### src/rtl/mavt_pkg.sv
// ----------------------------------------------------------------------------
// mavt_pkg
// Shared constants, function codes and the tag carried beside the divider.
// ----------------------------------------------------------------------------
package mavt_pkg;

  localparam int WINDOW_DEPTH_DEF = 16;
  localparam int TARE_DEPTH_DEF   = 16;
  localparam int SAMPLE_BITS_DEF  = 24;

  localparam int FUNC_W = 2;

  localparam logic [FUNC_W-1:0] FUNC_MEASURE = 2'd0;
  localparam logic [FUNC_W-1:0] FUNC_TARE    = 2'd1;
  localparam logic [FUNC_W-1:0] FUNC_RESTART = 2'd2;

  typedef struct packed {
    logic complete;
    logic restart;
    logic flag;
  } mavt_tag_t;

endpackage

### src/rtl/moving_average_with_tare_capture_core.sv
// ----------------------------------------------------------------------------
// moving_average_with_tare_capture_core
// Moving average over a sample ring with tare calibration capture.
//
//   channel  dir  tdata                          tuser
//   s_*      in   [SB-1:0] sample                [1:0] func
//   m_*      out  [SB-1:0] average,              [0] tare_done
//                 [2SB-1:SB] tare_value
//
// One request per cycle unless the output stalls; every request gives one result.
// The accepting edge loads the request stage while the RAM reads the oldest
// entry; the sums are then updated and the divider loaded, its partial-product
// and sum-and-shift stages form the quotients by reciprocal multiplication,
// and the output register is loaded last.
// Reset clears the ring (through a fill mark), the sums and all valid bits.
// A held result stalls the pipeline only when its last stage is occupied.
// ----------------------------------------------------------------------------
module moving_average_with_tare_capture_core import mavt_pkg::*; #(
  parameter int WINDOW_DEPTH = WINDOW_DEPTH_DEF,
  parameter int TARE_DEPTH   = TARE_DEPTH_DEF,
  parameter int SAMPLE_BITS  = SAMPLE_BITS_DEF
) (
  input  logic                                    clk,
  input  logic                                    rst,
  input  logic                                    s_tvalid,
  output logic                                    s_tready,
  input  logic [((SAMPLE_BITS+7)/8)*8-1:0]        s_tdata,  // sample
  input  logic [FUNC_W-1:0]                       s_tuser,  // func
  output logic                                    m_tvalid,
  input  logic                                    m_tready,
  output logic [((2*SAMPLE_BITS+7)/8)*8-1:0]      m_tdata,  // average, tare_value
  output logic [0:0]                              m_tuser   // tare_done
);

  localparam int SUM_W      = SAMPLE_BITS + $clog2(WINDOW_DEPTH);
  localparam int TSUM_W     = SAMPLE_BITS + $clog2(TARE_DEPTH);
  localparam int DIV_W      = (SUM_W > TSUM_W) ? SUM_W : TSUM_W;
  localparam int CNT_W      = (TARE_DEPTH > 1) ? $clog2(TARE_DEPTH) : 1;
  localparam int OUT_DATA_W = ((2 * SAMPLE_BITS + 7) / 8) * 8;
  localparam logic [CNT_W-1:0] LAST_COUNT = CNT_W'(TARE_DEPTH - 1);

  logic                          acc;
  logic                          adv;
  logic                          upd;
  logic                          s1_valid;
  logic [FUNC_W-1:0]             s1_func;
  logic signed [SAMPLE_BITS-1:0] s1_sample;
  logic signed [SUM_W-1:0]       sum_next;
  logic signed [TSUM_W-1:0]      tare_sum;
  logic signed [TSUM_W-1:0]      tsum_add;
  logic [CNT_W-1:0]              tare_count;
  logic                          tare_flag;
  logic                          flag_next;
  logic                          complete;
  logic                          restart;
  mavt_tag_t                     tag_in;
  mavt_tag_t                     tag_out;
  logic                          div_valid;
  logic signed [SAMPLE_BITS-1:0] avg;
  logic signed [SAMPLE_BITS-1:0] tare_quo;
  logic signed [SAMPLE_BITS-1:0] tare_avg;
  logic signed [SAMPLE_BITS-1:0] tare_now;
  logic                          out_load;

  assign adv      = !div_valid || !m_tvalid || m_tready;
  assign s_tready = !s1_valid || adv;
  assign acc      = s_tvalid && s_tready;
  assign upd      = s1_valid && adv;

  always_ff @(posedge clk) begin
    if (rst) begin
      s1_valid <= 1'b0;
    end else if (acc) begin
      s1_valid <= 1'b1;
    end else if (adv) begin
      s1_valid <= 1'b0;
    end
  end

  always_ff @(posedge clk) begin
    if (acc) begin
      s1_func   <= s_tuser;
      s1_sample <= s_tdata[SAMPLE_BITS-1:0];
    end
  end

  mavt_ring #(
    .WINDOW_DEPTH (WINDOW_DEPTH),
    .SAMPLE_BITS  (SAMPLE_BITS)
  ) u_ring (
    .clk        (clk),
    .rst        (rst),
    .acc_en     (acc),
    .acc_func   (s_tuser),
    .upd_en     (upd),
    .upd_func   (s1_func),
    .upd_sample (s1_sample),
    .sum_next   (sum_next)
  );

  assign tsum_add  = tare_sum + TSUM_W'(s1_sample);
  assign complete  = (s1_func == FUNC_TARE) && (tare_count == LAST_COUNT);
  assign restart   = (s1_func == FUNC_RESTART);
  assign flag_next = restart ? 1'b0 : (complete ? 1'b1 : tare_flag);

  always_ff @(posedge clk) begin
    if (rst) begin
      tare_sum   <= '0;
      tare_count <= '0;
      tare_flag  <= 1'b0;
    end else if (upd) begin
      case (s1_func)
        FUNC_TARE: begin
          if (complete) begin
            tare_sum   <= '0;
            tare_count <= '0;
          end else begin
            tare_sum   <= tsum_add;
            tare_count <= tare_count + 1'b1;
          end
        end
        FUNC_RESTART: begin
          tare_sum   <= '0;
          tare_count <= '0;
        end
        default: begin
        end
      endcase
      tare_flag <= flag_next;
    end
  end

  assign tag_in = '{complete: complete, restart: restart, flag: flag_next};

  mavt_divider #(
    .DIV_W     (DIV_W),
    .DIVISOR_A (WINDOW_DEPTH),
    .DIVISOR_B (TARE_DEPTH),
    .OUT_W     (SAMPLE_BITS)
  ) u_divider (
    .clk       (clk),
    .rst       (rst),
    .en        (adv),
    .in_valid  (s1_valid),
    .in_a      (DIV_W'(sum_next)),
    .in_b      (DIV_W'(tsum_add)),
    .in_tag    (tag_in),
    .out_valid (div_valid),
    .out_a     (avg),
    .out_b     (tare_quo),
    .out_tag   (tag_out)
  );

  assign out_load = adv && div_valid;
  assign tare_now = tag_out.restart ? '0 : (tag_out.complete ? tare_quo : tare_avg);

  always_ff @(posedge clk) begin
    if (rst) begin
      m_tvalid <= 1'b0;
      tare_avg <= '0;
    end else if (out_load) begin
      m_tvalid <= 1'b1;
      tare_avg <= tare_now;
    end else if (m_tready) begin
      m_tvalid <= 1'b0;
    end
  end

  always_ff @(posedge clk) begin
    if (out_load) begin
      m_tdata <= OUT_DATA_W'({tare_now, avg});
      m_tuser <= tag_out.flag;
    end
  end

  a_no_overwrite: assert property (@(posedge clk) disable iff (rst)
    (m_tvalid && !m_tready) |-> !out_load)
    else $error("held result overwritten");

  a_count_range: assert property (@(posedge clk) disable iff (rst)
    tare_count <= LAST_COUNT)
    else $error("tare count out of range");

  a_tare_clear: assert property (@(posedge clk) disable iff (rst)
    (m_tvalid && !m_tuser[0]) |-> (m_tdata[2*SAMPLE_BITS-1:SAMPLE_BITS] == '0))
    else $error("tare value set without done flag");

  a_stall_src: assert property (@(posedge clk) disable iff (rst)
    !s_tready |-> (s1_valid && div_valid && m_tvalid))
    else $error("input stalled with free pipeline");

endmodule

### src/rtl/mavt_ram.sv
// ----------------------------------------------------------------------------
// mavt_ram
// Generic simple dual-port RAM: one write port, one read port, registered read.
// ----------------------------------------------------------------------------
module mavt_ram #(
  parameter int WIDTH = 24,
  parameter int DEPTH = 16
) (
  input  logic                                      clk,
  input  logic                                      wr_en,
  input  logic [((DEPTH > 1) ? $clog2(DEPTH) : 1)-1:0] wr_addr,
  input  logic [WIDTH-1:0]                          wr_data,
  input  logic                                      rd_en,
  input  logic [((DEPTH > 1) ? $clog2(DEPTH) : 1)-1:0] rd_addr,
  output logic [WIDTH-1:0]                          rd_data
);

  logic [WIDTH-1:0] mem [DEPTH];

  always_ff @(posedge clk) begin
    if (wr_en) begin
      mem[wr_addr] <= wr_data;
    end
    if (rd_en) begin
      rd_data <= mem[rd_addr];
    end
  end

endmodule

### src/rtl/mavt_ring.sv
// ----------------------------------------------------------------------------
// mavt_ring
// Sample ring in RAM with running window sum. Read the oldest entry on
// request, write the new sample to its slot on update, forward a same-slot write.
// ----------------------------------------------------------------------------
module mavt_ring import mavt_pkg::*; #(
  parameter int WINDOW_DEPTH = WINDOW_DEPTH_DEF,
  parameter int SAMPLE_BITS  = SAMPLE_BITS_DEF
) (
  input  logic                                                clk,
  input  logic                                                rst,
  input  logic                                                acc_en,
  input  logic [FUNC_W-1:0]                                   acc_func,
  input  logic                                                upd_en,
  input  logic [FUNC_W-1:0]                                   upd_func,
  input  logic signed [SAMPLE_BITS-1:0]                       upd_sample,
  output logic signed [SAMPLE_BITS+$clog2(WINDOW_DEPTH)-1:0]  sum_next
);

  localparam int SUM_W  = SAMPLE_BITS + $clog2(WINDOW_DEPTH);
  localparam int SLOT_W = (WINDOW_DEPTH > 1) ? $clog2(WINDOW_DEPTH) : 1;
  localparam logic [SLOT_W-1:0] LAST_SLOT = SLOT_W'(WINDOW_DEPTH - 1);

  logic [SLOT_W-1:0]             slot;
  logic [SLOT_W-1:0]             slot_next;
  logic [SLOT_W-1:0]             upd_slot;
  logic                          wrapped;
  logic                          rd_en;
  logic                          wr_en;
  logic                          rd_valid;
  logic                          fwd_hit;
  logic                          fwd_hit_next;
  logic signed [SAMPLE_BITS-1:0] fwd_data;
  logic signed [SAMPLE_BITS-1:0] ram_q;
  logic signed [SAMPLE_BITS-1:0] oldest;
  logic signed [SUM_W-1:0]       window_sum;

  assign rd_en        = acc_en && (acc_func == FUNC_MEASURE);
  assign wr_en        = upd_en && (upd_func == FUNC_MEASURE);
  assign slot_next    = (slot == LAST_SLOT) ? '0 : slot + 1'b1;
  assign fwd_hit_next = wr_en && (upd_slot == slot);

  always_ff @(posedge clk) begin
    if (rst) begin
      slot       <= '0;
      wrapped    <= 1'b0;
      window_sum <= '0;
    end else begin
      if (rd_en) begin
        slot <= slot_next;
        if (slot == LAST_SLOT) begin
          wrapped <= 1'b1;
        end
      end
      if (wr_en) begin
        window_sum <= sum_next;
      end
    end
  end

  always_ff @(posedge clk) begin
    if (rd_en) begin
      upd_slot <= slot;
      rd_valid <= wrapped;
      fwd_hit  <= fwd_hit_next;
      fwd_data <= upd_sample;
    end
  end

  assign oldest   = fwd_hit ? fwd_data : (rd_valid ? ram_q : '0);
  assign sum_next = wr_en ? window_sum - SUM_W'(oldest) + SUM_W'(upd_sample) : window_sum;

  mavt_ram #(
    .WIDTH (SAMPLE_BITS),
    .DEPTH (WINDOW_DEPTH)
  ) u_ram (
    .clk     (clk),
    .wr_en   (wr_en),
    .wr_addr (upd_slot),
    .wr_data (upd_sample),
    .rd_en   (rd_en),
    .rd_addr (slot),
    .rd_data (ram_q)
  );

endmodule

### src/rtl/mavt_divider.sv
// ----------------------------------------------------------------------------
// mavt_divider
// Two-lane pipelined divider by constants through reciprocal multiplication,
// truncating toward zero. Three stages: magnitude, partial products, then sum
// and shift. A tag travels alongside each request.
// ----------------------------------------------------------------------------
module mavt_divider import mavt_pkg::*; #(
  parameter int DIV_W     = 28,
  parameter int DIVISOR_A = 16,
  parameter int DIVISOR_B = 16,
  parameter int OUT_W     = 24
) (
  input  logic                    clk,
  input  logic                    rst,
  input  logic                    en,
  input  logic                    in_valid,
  input  logic signed [DIV_W-1:0] in_a,
  input  logic signed [DIV_W-1:0] in_b,
  input  mavt_tag_t               in_tag,
  output logic                    out_valid,
  output logic signed [OUT_W-1:0] out_a,
  output logic signed [OUT_W-1:0] out_b,
  output mavt_tag_t               out_tag
);

  localparam int REC_W  = DIV_W + 1;
  localparam int LO_W   = (DIV_W + 1) / 2;
  localparam int HI_W   = DIV_W - LO_W;
  localparam int RLO_W  = (REC_W + 1) / 2;
  localparam int RHI_W  = REC_W - RLO_W;
  localparam int LL_W   = LO_W + RLO_W;
  localparam int LH_W   = LO_W + RHI_W;
  localparam int HL_W   = HI_W + RLO_W;
  localparam int HH_W   = HI_W + RHI_W;
  localparam int PROD_W = DIV_W + REC_W;

  logic             valid0;
  logic             valid1;
  logic             valid2;
  mavt_tag_t        tag0;
  mavt_tag_t        tag1;
  mavt_tag_t        tag2;
  logic [DIV_W-1:0] lane_quo [2];

  always_ff @(posedge clk) begin
    if (rst) begin
      valid0 <= 1'b0;
      valid1 <= 1'b0;
      valid2 <= 1'b0;
    end else if (en) begin
      valid0 <= in_valid;
      valid1 <= valid0;
      valid2 <= valid1;
    end
  end

  always_ff @(posedge clk) begin
    if (en) begin
      tag0 <= in_tag;
      tag1 <= tag0;
      tag2 <= tag1;
    end
  end

  for (genvar ln = 0; ln < 2; ln++) begin : g_lane
    localparam int DIVISOR = (ln == 0) ? DIVISOR_A : DIVISOR_B;
    localparam int SHIFT   = DIV_W + $clog2(DIVISOR);
    localparam logic [63:0] RECIP_FULL =
      ((64'd1 << SHIFT) + 64'(DIVISOR - 1)) / 64'(DIVISOR);
    localparam logic [REC_W-1:0] RECIP  = RECIP_FULL[REC_W-1:0];
    localparam logic [RLO_W-1:0] REC_LO = RECIP[RLO_W-1:0];
    localparam logic [RHI_W-1:0] REC_HI = RECIP[REC_W-1:RLO_W];

    logic signed [DIV_W-1:0] din;
    logic [DIV_W-1:0]        mag;
    logic                    neg0;
    logic                    neg1;
    logic                    neg2;
    logic [DIV_W-1:0]        mag0;
    logic [LL_W-1:0]         pp_ll;
    logic [LH_W-1:0]         pp_lh;
    logic [HL_W-1:0]         pp_hl;
    logic [HH_W-1:0]         pp_hh;
    logic [PROD_W-1:0]       prod;
    logic [DIV_W-1:0]        quo;

    assign din = (ln == 0) ? in_a : in_b;
    assign mag = din[DIV_W-1] ? -din : din;

    always_ff @(posedge clk) begin
      if (en) begin
        neg0  <= din[DIV_W-1];
        mag0  <= mag;
        neg1  <= neg0;
        pp_ll <= LL_W'(mag0[LO_W-1:0]) * LL_W'(REC_LO);
        pp_lh <= LH_W'(mag0[LO_W-1:0]) * LH_W'(REC_HI);
        pp_hl <= HL_W'(mag0[DIV_W-1:LO_W]) * HL_W'(REC_LO);
        pp_hh <= HH_W'(mag0[DIV_W-1:LO_W]) * HH_W'(REC_HI);
        neg2  <= neg1;
        quo   <= DIV_W'(prod[PROD_W-1:SHIFT]);
      end
    end

    assign prod = PROD_W'(pp_ll) + (PROD_W'(pp_lh) << RLO_W)
                + (PROD_W'(pp_hl) << LO_W) + (PROD_W'(pp_hh) << (LO_W + RLO_W));
    assign lane_quo[ln] = neg2 ? -quo : quo;
  end

  assign out_valid = valid2;
  assign out_a     = lane_quo[0][OUT_W-1:0];
  assign out_b     = lane_quo[1][OUT_W-1:0];
  assign out_tag   = tag2;

endmodule
### config.mk
export PLATFORM = sky130hd
export DESIGN_NAME = moving_average_with_tare_capture_core
export DESIGN_NICKNAME = d
export VERILOG_FILES = /design/src/rtl/mavt_pkg.sv /design/src/rtl/moving_average_with_tare_capture_core.sv /design/src/rtl/mavt_ram.sv /design/src/rtl/mavt_ring.sv /design/src/rtl/mavt_divider.sv
export SDC_FILE = /design/constraint.sdc
export NUM_CORES = 1
export LEC_CHECK = 0
export CORE_ASPECT_RATIO = 0.5
export CORE_MARGIN = 3
export CORE_UTILIZATION = 40
export CTS_CLUSTER_DIAMETER = 60
export CTS_CLUSTER_SIZE = 10
export DETAILED_ROUTE_END_ITERATION = 10
export DONT_BUFFER_PORTS = 1
export PLACE_DENSITY = 0.56
export SYNTH_ARGS = -nofsm -noshare
export SYNTH_HDL_FRONTEND = slang
export SYNTH_HIERARCHICAL = 1
export SYNTH_SLANG_ARGS = --single-unit
### constraint.sdc
create_clock -name clk -period 24.1 [get_ports clk]
set_input_delay 2.41 -clock clk [delete_from_list [all_inputs] [get_ports clk]]
set_output_delay 2.41 -clock clk [all_outputs]
set_load 0.01 [all_outputs]
==> flow_summary.ini <==
[run_status]
status = finished, final reports clean

[clock_network]
cts.sinks = 767
number_of_buffers_inserted_by_hold_repair_at_cts = 0
cts_max_path_buffers = 3
worstSkewPairLatency_ns = 0.66
post-cts-setup-buffer-count = 0
clockRootBuffer = sky130_fd_sc_hd__clkbuf_16
tritoncts = built
clk_pin_slew_ns = 0.06
tritoncts.num_buffers = 87
cts_max_level = 3
cts_resized = 0

[global_route]
grt.met1_usage_pct = 25.45
groute.layer.met3.usage_pct = 4.460
grt_max_degree = 87
grt_overflow_total = 0
antenna_violations_before_repair = 0
use_met2_pct = 23.91
grt_pass1_vias = 17540
groute.usage.overall_pct = 16.75
global_route.peak_usage_layer = met1
wire_length_of_the_first_global_routing_pass_mm = 109.8

[yosys]
synth-edff-count = 672
post_synth_num_cell_types = 93
synth_flop_cell = sky130_fd_sc_hd__edfxtp_1
async_flop_share_pct = 0
synth.cell_area_um2 = 32930
postSynthAreaPerCell_um2 = 15.46
postSynthRegisterBits = 767
netlist_instances = 2130
syn-num-nets = 2250
synth-seq-area-share_pct = 67.06
synth_warnings = 6

[sta]
fin_worst_skew_ns = 0.02780
postLayoutSetupSlackWorst_ns = 17.29
layout_min_cycle_time_ns = 6.812
slew_headroom_pct = 31.23
timing.final.crit_share_pct = 28.27
final.hold.worst_slack_ns = 0.4111
grt_setup_unrepaired = false
totalNegativeSetupSlack_ns = 0
max_freq_mhz = 146.8
timing.final.max_slew_violations = 0
final_hold_viol_count = 0
tightestPinTransition_ns = 1.025
timing.final.setup_violations = 0

[power_and_ir_drop]
power.share.combinational_pct = 10.8
p_leak_nw = 12.47
cellInternalPower_w = 0.002379
power_per_cell_area_nw_per_um2 = 84.99
seq_power_share_pct = 50.9
power.ir.vdd_worst_mv = 0.05150
switching_share_pct = 24.25
power.switching_w = 0.0007613
clockPowerShare_pct = 38.3

[die]
dieArea_um2 = 86010
floorplan.initialDensity_pct = 40.92
design.portCount = 81
die-width_um = 411.8
design.core.area_um2 = 80470
placement_rows = 73
vert_die_dim_um = 208.9

[cells_and_area]
layout_common_cells = 672 x sky130_fd_sc_hd__edfxtp_1, 177 x sky130_fd_sc_hd__nand2_1, 121 x sky130_fd_sc_hd__xnor2_1, 96 x sky130_fd_sc_hd__mux4_2, 93 x sky130_fd_sc_hd__dfxtp_1
area.growth.synth_to_final_pct = 12.20
stdcell_area_um2 = 36950
share_of_the_core_filled_with_cells_pct = 45.91
nNetsFinal = 2306
post_route_cells_drive_above_1_share_pct = 15.12
final_common_cell = sky130_fd_sc_hd__edfxtp_1

[detailed_routing]
final_antenna_net_count = 0
drt_iter0_markers = 1570
drt-total-wl_mm = 71.77
drtPass1Iterations = 7
drcViolationCount = 0
vias = 17830
wire_per_inst_um = 21.59
vias_per_cell = 5.364

[critical_path]
timing.critical_path.fanout_max = 82
cp-end-kind = flop
worst_ep_required_time_ns = 24.49
timing_worst_setup_path_type = in -> reg
startpoint_type = input port
rrSetupSlack_ns = 18.44
critical_path_arrival_ns = 7.20

[run]
cap_violations = 0

[placement]
gp_routability_congestion = 0.8335
portBuffers = 0
hpwlAfterDp_mm = 45.34
placed_cell_area_um2 = 34420
post-place-ws_ns = 16.74

[hold_path]
holdCritPathClass = reg -> reg
## stage by stage
stage / total power [W] / std cells
finish: 0.003140 / 3324
floorplan: 0.001861 / 2130
global route: 0.003285 / 3323
detailed placement: 0.001963 / 3184
global placement: 0.001959 / 3184
CTS: 0.003182 / 3323
## routing by layer
layer / wire, um / vias to the layer above / share of wire, %
met5: 0 / - / 0
met4: 1244 / 0 / 1.7
met3: 4429 / 81 / 6.2
met2: 30710 / 423 / 43
met1: 35380 / 8940 / 49
li1: - / 8385 / -
## power groups by stage
stage / clock (W) / combinational, W / sequential [W]
finish: 0.00120 / 0.000338 / 0.00160
global route: 0.00130 / 0.000377 / 0.00161
CTS: 0.00124 / 0.000339 / 0.00160
detailed placement: 0 / 0.000338 / 0.00163
global placement: 0 / 0.000336 / 0.00162
floorplan: 0 / 0.000248 / 0.00161
## cell usage after synthesis, drive strengths merged, types with 6 or more instances
cell type  number  area, um2
a31oi          10      77.57
o211ai          6      50.05
ha             62      775.7
nand4          18      112.6
or3            18      112.6
nand2         178      668.1
nor2          105      394.1
nand3          26      130.1
and3            6      37.54
mux2i          32      320.3
buf            26      182.7
o31ai          35      306.5
edfxtp        672      20180
nor2b          29      181.4
o21ai          62      321.6
a21o           19      145.1
dfxtp          95       1902
and2            7      43.79
nor3           21      110.1
xor2           16      140.1
xnor2         122       1069
nor4           11      81.32
o21bai          6      45.04
a211oi          6      60.06
inv            41      153.9
or4             9      75.07
a22o           16      140.1
nand2b         14      87.58
a21oi          90      461.7
a22oi          79      593.1
nor3b           6      45.04
o21a            9      67.56
clkbuf         68      255.2
fa             28      560.5
mux4           96       2162
o41ai          26      321.6
## kinds of logic (layout without fill, tap and decap cells)
group                    after synthesis  after routing  synth area share (%)
AO/OA/AOI/OAI                        396            396                 8.827
adder cells (fa/ha/maj)               90             90                 4.058
flip-flops                           767            767                 67.06
AND/OR/NAND/NOR                      470            470                 6.870
buffers and inverters                136            242                 1.809
XOR/XNOR                             138            138                 3.670
other                                  0              1                     0
multiplexers                         133            133                 7.710
## worst paths after layout
check,cells after the start,end,from
worst max-delay path,14,u_divider/g_lane[0].mag0[21],m_tready
worst min-delay path,0,u_divider/out_tag[2],u_divider/tag1[2]
worst max register to register,17,u_divider/g_lane[0].mag0[24],u_ring/fwd_hit
worst min register to register,0,u_divider/out_tag[2],u_divider/tag1[2]
## cell type report
cell class	count	area, um2
antenna	1	2.502
clock buffer	133	2414
clock inverter	6	113.9
fill	6892	43520
inverter	42	157.7
multi-input combinational	1227	10350
sequential	767	22090
tap	1087	1360
timing repair buffer	61	457.9
## worst max-delay path, stage by stage
cell                       delay, ns
sky130_fd_sc_hd__nor2b_1        0.45
sky130_fd_sc_hd__nand2_4        0.06
sky130_fd_sc_hd__buf_4          0.41
sky130_fd_sc_hd__nand2_1        0.24
sky130_fd_sc_hd__inv_1          0.07
sky130_fd_sc_hd__nand2_1        0.06
sky130_fd_sc_hd__buf_4          0.37
sky130_fd_sc_hd__clkinv_1       0.92
sky130_fd_sc_hd__nand2_1        0.38
sky130_fd_sc_hd__nand2_1        0.10
sky130_fd_sc_hd__nor4_2         0.49
sky130_fd_sc_hd__nand4_1        0.46
sky130_fd_sc_hd__o41ai_1        0.59
sky130_fd_sc_hd__xnor2_1        0.11
## sequential cells by signal (all words and copies together), names as in the netlist, 20 cells and up
register / count
m_tdata: 48
s1_sample: 24
tare_avg: 24
tare_sum: 28
u_divider/g_lane.mag0: 48
u_divider/g_lane.pp_hh: 28
u_divider/g_lane.pp_lh: 20
u_divider/g_lane.quo: 48
u_ring/fwd_data: 24
u_ring/u_ram/mem: 384
u_ring/u_ram/rd_data: 24
u_ring/window_sum: 28
Power figures use the tool's default switching activity.
